$ cat config.mk
export PLATFORM = sky130hd
export DESIGN_NAME = key_press_event_detector_flat
export DESIGN_NICKNAME = d
export VERILOG_FILES = /design/src/rtl/core/kped_pkg.sv /design/src/rtl/core/kped_if.sv /design/src/rtl/core/kped_eval.sv /design/src/rtl/core/kped_outq.sv /design/src/rtl/core/key_press_event_detector.sv /design/src/flat_wrapper.sv
export SDC_FILE = /design/constraint.sdc
export NUM_CORES = 1
export LEC_CHECK = 0
export ABC_CLOCK_PERIOD_IN_PS = 16800
export BUFFER_PORTS_ARGS = -buffer_cell sky130_fd_sc_hd__clkbuf_2
export CAP_MARGIN = 20
export CORE_MARGIN = 5
export CORE_UTILIZATION = 67
export CTS_BUF_LIST = sky130_fd_sc_hd__clkbuf_16
export CTS_CLUSTER_SIZE = 12
export DETAILED_ROUTE_END_ITERATION = 12
export PLACE_DENSITY = 0.95
export SLEW_MARGIN = 20
export SYNTH_ARGS = -nofsm -noshare
export SYNTH_HDL_FRONTEND = slang
export SYNTH_HIERARCHICAL = 1
export SYNTH_SLANG_ARGS = --single-unit
$ cat constraint.sdc
create_clock -name clk -period 16.8 [get_ports clk]
set_clock_uncertainty 0.05 [all_clocks]
set_input_delay 1.68 -clock clk [delete_from_list [all_inputs] [get_ports clk]]
set_output_delay 1.68 -clock clk [all_outputs]
set_load 0.01 [all_outputs]
$ cat src/rtl/core/kped_pkg.sv
// Shared types and constants for the key press event detector.
package kped_pkg;

	// Event codes carried on the result channel
	typedef enum logic [2:0] {
		EV_PRESSED     = 3'd0,
		EV_REPEAT      = 3'd1,
		EV_LONG        = 3'd2,
		EV_SHORT_CLICK = 3'd3,
		EV_CLICK       = 3'd4,
		EV_RELEASED    = 3'd5
	} event_t;

	// Configuration register indexes
	typedef enum logic [1:0] {
		REG_LONG_PRESS    = 2'd0,
		REG_REPEAT_PERIOD = 2'd1
	} reg_idx_t;

	localparam logic [31:0] LONG_PRESS_DEFAULT    = 32'd500;
	localparam logic [31:0] REPEAT_PERIOD_DEFAULT = 32'd200;

	// One result entry
	typedef struct packed {
		event_t code;
		logic   last;
	} result_t;

	// Results of evaluating one sample: count and up to two entries
	typedef struct packed {
		logic [1:0] cnt;
		result_t    r0;
		result_t    r1;
	} eval_out_t;

endpackage

$ cat src/rtl/core/kped_if.sv
// Handshake channel interfaces: key samples, events and register writes.
interface kped_in_if;
	logic        valid;
	logic        ready;
	logic        key_level;
	logic [31:0] now_ms;

	modport source (output valid, output key_level, output now_ms, input ready);
	modport sink   (input valid, input key_level, input now_ms, output ready);
endinterface

interface kped_out_if;
	logic       valid;
	logic       ready;
	logic [2:0] event_code;
	logic       last_event;

	modport source (output valid, output event_code, output last_event, input ready);
	modport sink   (input valid, input event_code, input last_event, output ready);
endinterface

interface kped_cfg_if;
	logic        valid;
	logic        ready;
	logic [1:0]  index;
	logic [31:0] data;

	modport source (output valid, output index, output data, input ready);
	modport sink   (input valid, input index, input data, output ready);
endinterface

$ cat src/rtl/core/kped_eval.sv
// Debounce, hold timing and event classification with its state registers.
module kped_eval
	import kped_pkg::*;
(
	input  logic             clk,
	input  logic             arst_n,
	kped_cfg_if.sink         cfg,
	input  logic             level_s1,
	input  logic [31:0]      now_s1,
	input  logic             advance,
	output eval_out_t        res
);

	logic [31:0] long_press_q;
	logic [31:0] repeat_period_q;
	logic        prev_sample_q;
	logic        held_q;
	logic [31:0] press_start_q;
	logic [31:0] last_repeat_q;
	logic        long_reported_q;

	logic        unstable;
	logic        rising;
	logic [31:0] hold;
	logic [31:0] since_repeat;
	logic        rep_hit;
	logic        long_hit;

	assign cfg.ready = 1'b1;

	// Configuration registers; zero loads the default
	always_ff @(posedge clk or negedge arst_n) begin
		if (!arst_n) begin
			long_press_q    <= LONG_PRESS_DEFAULT;
			repeat_period_q <= REPEAT_PERIOD_DEFAULT;
		end else if (cfg.valid) begin
			if (cfg.index == REG_LONG_PRESS) begin
				long_press_q <= (cfg.data != 32'd0) ? cfg.data : LONG_PRESS_DEFAULT;
			end else if (cfg.index == REG_REPEAT_PERIOD) begin
				repeat_period_q <= (cfg.data != 32'd0) ? cfg.data : REPEAT_PERIOD_DEFAULT;
			end
		end
	end

	// Timing terms
	assign unstable     = (level_s1 != prev_sample_q);
	assign rising       = level_s1 && !held_q;
	assign hold         = now_s1 - press_start_q;
	assign since_repeat = hold - last_repeat_q;
	assign rep_hit      = (since_repeat >= repeat_period_q);
	assign long_hit     = (hold >= long_press_q) && !long_reported_q;

	// Event classification
	always_comb begin
		res.cnt     = 2'd0;
		res.r0.code = EV_PRESSED;
		res.r0.last = 1'b1;
		res.r1.code = EV_RELEASED;
		res.r1.last = 1'b1;
		if (!unstable) begin
			if (rising) begin
				res.cnt     = 2'd1;
				res.r0.code = EV_PRESSED;
			end else if (level_s1) begin
				// repeat goes ahead of long press
				if (rep_hit && long_hit) begin
					res.cnt     = 2'd2;
					res.r0.code = EV_REPEAT;
					res.r0.last = 1'b0;
					res.r1.code = EV_LONG;
				end else if (rep_hit) begin
					res.cnt     = 2'd1;
					res.r0.code = EV_REPEAT;
				end else if (long_hit) begin
					res.cnt     = 2'd1;
					res.r0.code = EV_LONG;
				end
			end else if (held_q) begin
				res.cnt     = 2'd2;
				res.r0.code = (hold < long_press_q) ? EV_SHORT_CLICK : EV_CLICK;
				res.r0.last = 1'b0;
				res.r1.code = EV_RELEASED;
			end
		end
	end

	// Key state update when the sample leaves the input register
	always_ff @(posedge clk or negedge arst_n) begin
		if (!arst_n) begin
			prev_sample_q   <= 1'b0;
			held_q          <= 1'b0;
			press_start_q   <= 32'd0;
			last_repeat_q   <= 32'd0;
			long_reported_q <= 1'b0;
		end else if (advance) begin
			if (unstable) begin
				prev_sample_q <= level_s1;
			end else begin
				held_q <= level_s1;
				if (rising) begin
					press_start_q <= now_s1;
					last_repeat_q <= 32'd0;
				end else if (level_s1) begin
					if (rep_hit) begin
						last_repeat_q <= hold;
					end
					if (long_hit) begin
						long_reported_q <= 1'b1;
					end
				end else if (held_q) begin
					press_start_q   <= 32'd0;
					last_repeat_q   <= 32'd0;
					long_reported_q <= 1'b0;
				end
			end
		end
	end

endmodule

$ cat src/rtl/core/kped_outq.sv
// Four-entry result queue taking up to two events per cycle.
module kped_outq
	import kped_pkg::*;
(
	input  logic             clk,
	input  logic             arst_n,
	input  logic [1:0]       push_cnt,
	input  result_t          r0,
	input  result_t          r1,
	output logic             space_ok,
	kped_out_if.source       evt
);

	result_t     mem_q [4];
	logic [1:0]  wptr_q;
	logic [1:0]  rptr_q;
	logic [2:0]  count_q;
	logic        pop;
	logic [1:0]  wptr_nxt;

	assign pop            = evt.valid && evt.ready;
	assign evt.valid      = (count_q != 3'd0);
	assign evt.event_code = mem_q[rptr_q].code;
	assign evt.last_event = mem_q[rptr_q].last;
	// room for a full two-event burst
	assign space_ok       = (count_q <= 3'd2);
	assign wptr_nxt       = wptr_q + 2'd1;

	// Entry storage
	always_ff @(posedge clk) begin
		if (push_cnt != 2'd0) begin
			mem_q[wptr_q] <= r0;
		end
		if (push_cnt == 2'd2) begin
			mem_q[wptr_nxt] <= r1;
		end
	end

	// Pointers and fill count
	always_ff @(posedge clk or negedge arst_n) begin
		if (!arst_n) begin
			wptr_q  <= 2'd0;
			rptr_q  <= 2'd0;
			count_q <= 3'd0;
		end else begin
			wptr_q  <= wptr_q + push_cnt;
			if (pop) begin
				rptr_q <= rptr_q + 2'd1;
			end
			count_q <= count_q + {1'b0, push_cnt} - {2'b00, pop};
		end
	end

endmodule

$ cat src/rtl/core/key_press_event_detector.sv
// Top level of the key press event detector.
//
//   port    dir   carries                       request
//   key_in  sink  key_level, now_ms             one poll sample
//   evt_out src   event_code, last_event        one event
//   cfg     sink  index, data                   one register write
//
// A sample is taken into the input register, evaluated combinationally and its
// zero to two events land in a four-entry result queue. One sample per cycle
// is taken while the queue has room for two events; the event port drains
// one event per cycle when ready; sustained rate is set by events per sample.
// Register writes are taken every cycle. Reset clears key state, queue and
// registers to their defaults. A stalled event port holds events in the queue.
module key_press_event_detector
	import kped_pkg::*;
(
	input  logic        clk,
	input  logic        arst_n,
	kped_in_if.sink     key_in,
	kped_out_if.source  evt_out,
	kped_cfg_if.sink    cfg
);

	logic        valid_s1;
	logic        level_s1;
	logic [31:0] now_s1;
	logic        space_ok;
	logic        advance;
	logic        take;
	eval_out_t   res;
	logic [1:0]  push_cnt;

	assign advance      = valid_s1 && space_ok;
	assign key_in.ready = !valid_s1 || space_ok;
	assign take         = key_in.valid && key_in.ready;
	assign push_cnt     = advance ? res.cnt : 2'd0;

	// Input register
	always_ff @(posedge clk or negedge arst_n) begin
		if (!arst_n) begin
			valid_s1 <= 1'b0;
		end else if (take) begin
			valid_s1 <= 1'b1;
		end else if (advance) begin
			valid_s1 <= 1'b0;
		end
	end

	always_ff @(posedge clk) begin
		if (take) begin
			level_s1 <= key_in.key_level;
			now_s1   <= key_in.now_ms;
		end
	end

	kped_eval u_eval (
		.clk      (clk),
		.arst_n   (arst_n),
		.cfg      (cfg),
		.level_s1 (level_s1),
		.now_s1   (now_s1),
		.advance  (advance),
		.res      (res)
	);

	kped_outq u_outq (
		.clk      (clk),
		.arst_n   (arst_n),
		.push_cnt (push_cnt),
		.r0       (res.r0),
		.r1       (res.r1),
		.space_ok (space_ok),
		.evt      (evt_out)
	);

endmodule
$ cat src/flat_wrapper.sv
// flat-port wrapper written by rule: the top's interface ports become plain ports
module key_press_event_detector_flat import kped_pkg::*;
  (clk, arst_n, key_in_valid, key_in_key_level, key_in_now_ms, key_in_ready, evt_out_valid, evt_out_event_code, evt_out_last_event, evt_out_ready, cfg_valid, cfg_index, cfg_data, cfg_ready);
  kped_in_if key_in_i ();
  kped_out_if evt_out_i ();
  kped_cfg_if cfg_i ();
  input  logic clk;
  input  logic arst_n;
  input wire logic [$bits(key_in_i.valid)-1:0] key_in_valid;
  input wire logic [$bits(key_in_i.key_level)-1:0] key_in_key_level;
  input wire logic [$bits(key_in_i.now_ms)-1:0] key_in_now_ms;
  output wire logic [$bits(key_in_i.ready)-1:0] key_in_ready;
  output wire logic [$bits(evt_out_i.valid)-1:0] evt_out_valid;
  output wire logic [$bits(evt_out_i.event_code)-1:0] evt_out_event_code;
  output wire logic [$bits(evt_out_i.last_event)-1:0] evt_out_last_event;
  input wire logic [$bits(evt_out_i.ready)-1:0] evt_out_ready;
  input wire logic [$bits(cfg_i.valid)-1:0] cfg_valid;
  input wire logic [$bits(cfg_i.index)-1:0] cfg_index;
  input wire logic [$bits(cfg_i.data)-1:0] cfg_data;
  output wire logic [$bits(cfg_i.ready)-1:0] cfg_ready;
  assign key_in_i.valid = key_in_valid;
  assign key_in_i.key_level = key_in_key_level;
  assign key_in_i.now_ms = key_in_now_ms;
  assign key_in_ready = key_in_i.ready;
  assign evt_out_valid = evt_out_i.valid;
  assign evt_out_event_code = evt_out_i.event_code;
  assign evt_out_last_event = evt_out_i.last_event;
  assign evt_out_i.ready = evt_out_ready;
  assign cfg_i.valid = cfg_valid;
  assign cfg_i.index = cfg_index;
  assign cfg_i.data = cfg_data;
  assign cfg_ready = cfg_i.ready;
  key_press_event_detector u_core (.clk(clk), .arst_n(arst_n), .key_in(key_in_i), .evt_out(evt_out_i), .cfg(cfg_i));
endmodule
==> results.cfg <==
[clock_network]
clock_path_buffers = 2
cts.reportedPaths.clkPinSlew_ps = 70
cts_resized = 0
cts_setup_buffers = 0
clockRootBuffer = clkbuf_16
cts_tree = built
clock_latency_ps = 440
clock-sinks = 188
ctsHoldBuffers = 0
h-tree-depth = 4
cts_buffers = 17

[final_layout]
synthToLayoutAreaGrowth_pct = 9.19
drive_above_1_share_pct = 14.3
nets = 1574
n_antenna_cell = 0
fillerInstances = 1179

[route]
dr.max_layer_used = met4
drtAntennaViolNets = 0
vias_per_cell = 6.07
drt_iter0_drc = 931
totalWireLength_mm = 28.2
met1Wirelength_mm = 12.7
num_vias = 9735
drt_pass1_iterations = 8
route.detailed.drc = 0
wl_per_cell_um = 17.6
dr_wl_met3_mm = 2.11
met2_length_mm = 12.9

[synthesis]
synth_most_common_cell = nand2_1
yosysTopAreaCell = dfrtp_1
syn_area_um2 = 12400
ys_warn_count = 6
ys_ff_latch = 188
synth_edf_count = 49
ys_types = 78
syn_area_per_cell_um2 = 9.52
seq_area_frac_synth_pct = 40.1
synthTopCellsByArea = dfrtp_1 (26%), ha_1 (14%), edfxtp_1 (12%)
syn_inst = 1300
synth_top_flop_cell = dfrtp_1
synth_commonest_cells = nand2_1 (169), inv_1 (163), ha_1 (136)
synth_top_area_share_pct = 26.3
async_flop_share_pct = 73.9

[critical_path]
path_delay_family = compound AO/OA/AOI/OAI gates
worstSetupPathType = flip-flop to flip-flop
worst_path_max_delay_cell = fa_1
worst_ep_arrival_time_ps = 8600
crit_required_ps = 17110
crit_top_cell = ha_1
path_buf_inv = 2
critPathLaunchType = flip-flop
crit_fanout = 9
endpoint_kind = flip-flop
critPathMaxStageDelay_ps = 430

[sta]
fmaxAchievable_ghz = 0.121
setup_viol = 0
rsz0062_at_grt = false
drv_slew = 0
hold_viol = 0
tns_ps = 0
worst_pin_slew_ps = 823
fin_crit_ps = 8290
slew_headroom_pct = 45.2
period_share_pct = 49.4

[floorplan]
die_h_um = 146
rows = 49
start_util_pct = 68.4
die_area_um2 = 21300
fp.dieW_um = 146
core-area_um2 = 18100
io_pins = 79

[flow_run]
maxCapViolations = 0

[run_status]
status = finished clean

[grt]
antenna_found_initial = 0
grt.overflow.total = 0
grt_max_degree = 75
grt_pass1_wl_mm = 46.8
grt_usage_pct = 26.8
grt_pass1_vias = 9500

[placement]
dp_hpwl_mm = 20.8
place_congestion = 0.899
io_buffers = 77

[min_path]
hold_path_class = flip-flop to flip-flop
worst min-delay path, cell delays in order, from the launching register on:
cell and delay, ps:
dfrtp_1 340, nand2_1 40, o21ai_0 60
cell usage in the layout, fill, tap and decap left out, types with 10 or more instances in the layout:
| cell | n |
|---|---|
| ha_1 | 136 |
| o211ai_1 | 11 |
| nor2b_1 | 15 |
| a21o_1 | 45 |
| nand2b_1 | 12 |
| nand2_1 | 169 |
| xnor2_1 | 44 |
| a31oi_1 | 10 |
| xor2_1 | 15 |
| a21oi_1 | 74 |
| nand4_1 | 17 |
| dfrtp_1 | 130 |
| clkbuf_16 | 17 |
| edfxtp_1 | 49 |
| mux2_2 | 43 |
| clkbuf_2 | 76 |
| o31ai_1 | 11 |
| inv_1 | 164 |
| nor4_1 | 13 |
| o21ai_0 | 122 |
| nor2_1 | 42 |
| nand3_1 | 12 |
kinds of logic (layout without fill, tap and decap cells):
group                      count (synthesis)  count (layout)  share of synthesized area, %
buffers and inverters                    204             279                          6.48
DFF                                      188             188                          40.1
xor gates and xnor gates                  60              60                          4.36
adders and majority gates                139             139                          14.2
and+or+nand+nor                          314             314                          12.0
muxes                                     48              48                          4.72
other                                      1               2                        0.0303
AOI/OAI and AO/OA                        346             346                          18.1
per-stage QoR:
stage / instance area [um^2] / std cells / hold slack [ps] / setup WS [ps] / utilization, %
3_3_place_gp: 12900 / 1573 / 409 / 9000 / 71.4
5_1_grt: 13500 / 1605 / 453 / 7960 / 74.7
3_5_place_dp: 12900 / 1573 / 420 / 8690 / 71.4
2_1_floorplan: 12400 / 1301 / 399 / 9520 / -
4_1_cts: 13500 / 1605 / 437 / 8620 / 74.7
6_report: 13500 / 1605 / 432 / 8510 / 74.7
metal layers:
layer	vias to the layer above	GRT usage, %
met5	-	0
li1	4647	-
met4	0	9.50
met2	443	41.5
met3	52	4.73
met1	4593	38.2
path summary, 6_finish.rpt:
kind / from / endpoint / slack [ps] / cells after the start
max: u_core/now_s1[0] / u_core/u_outq/count_q[2] / 8510 / 35
min: u_core/u_eval/press_start_q[9] / u_core/u_eval/press_start_q[9] / 430 / 2
max reg2reg: u_core/now_s1[0] / u_core/u_outq/count_q[2] / 8510 / 35
min reg2reg: u_core/u_eval/press_start_q[9] / u_core/u_eval/press_start_q[9] / 430 / 2
max in group asynchronous: arst_n / u_core/u_eval/repeat_period_q[30] / 14210 / 2
min in group asynchronous: arst_n / u_core/u_eval/press_start_q[7] / 1180 / 1
state kept, by name (all words and copies together) (netlist names):
signal and count:
u_core/valid_s1 1, u_core/u_eval/long_reported_q 1, u_core/level_s1 1, u_core/u_outq/wptr_q 2
u_core/u_outq/count_q 3, u_core/u_eval/long_press_q 32, u_core/now_s1 32, u_core/u_eval/held_q 1
u_core/u_eval/repeat_period_q 32, u_core/u_outq/rptr_q 2, u_core/u_outq/mem_q 16, u_core/u_eval/press_start_q 32
u_core/u_eval/last_repeat_q 32, u_core/u_eval/prev_sample_q 1
final cells by class:
cell class | count | area [um^2] | share of cell area [%]
Tap cell | 229 | 287 | 2.12
Inverter | 163 | 612 | 4.53
Sequential cell | 188 | 4960 | 36.7
Clock buffer | 17 | 425 | 3.15
Clock inverter | 15 | 163 | 1.20
Timing Repair Buffer | 84 | 444 | 3.29
Multi-Input combinational cell | 909 | 6620 | 49.0
Power is not shown: default switching activity piles up to over one toggle a cycle in this logic, so the estimate is an artifact.
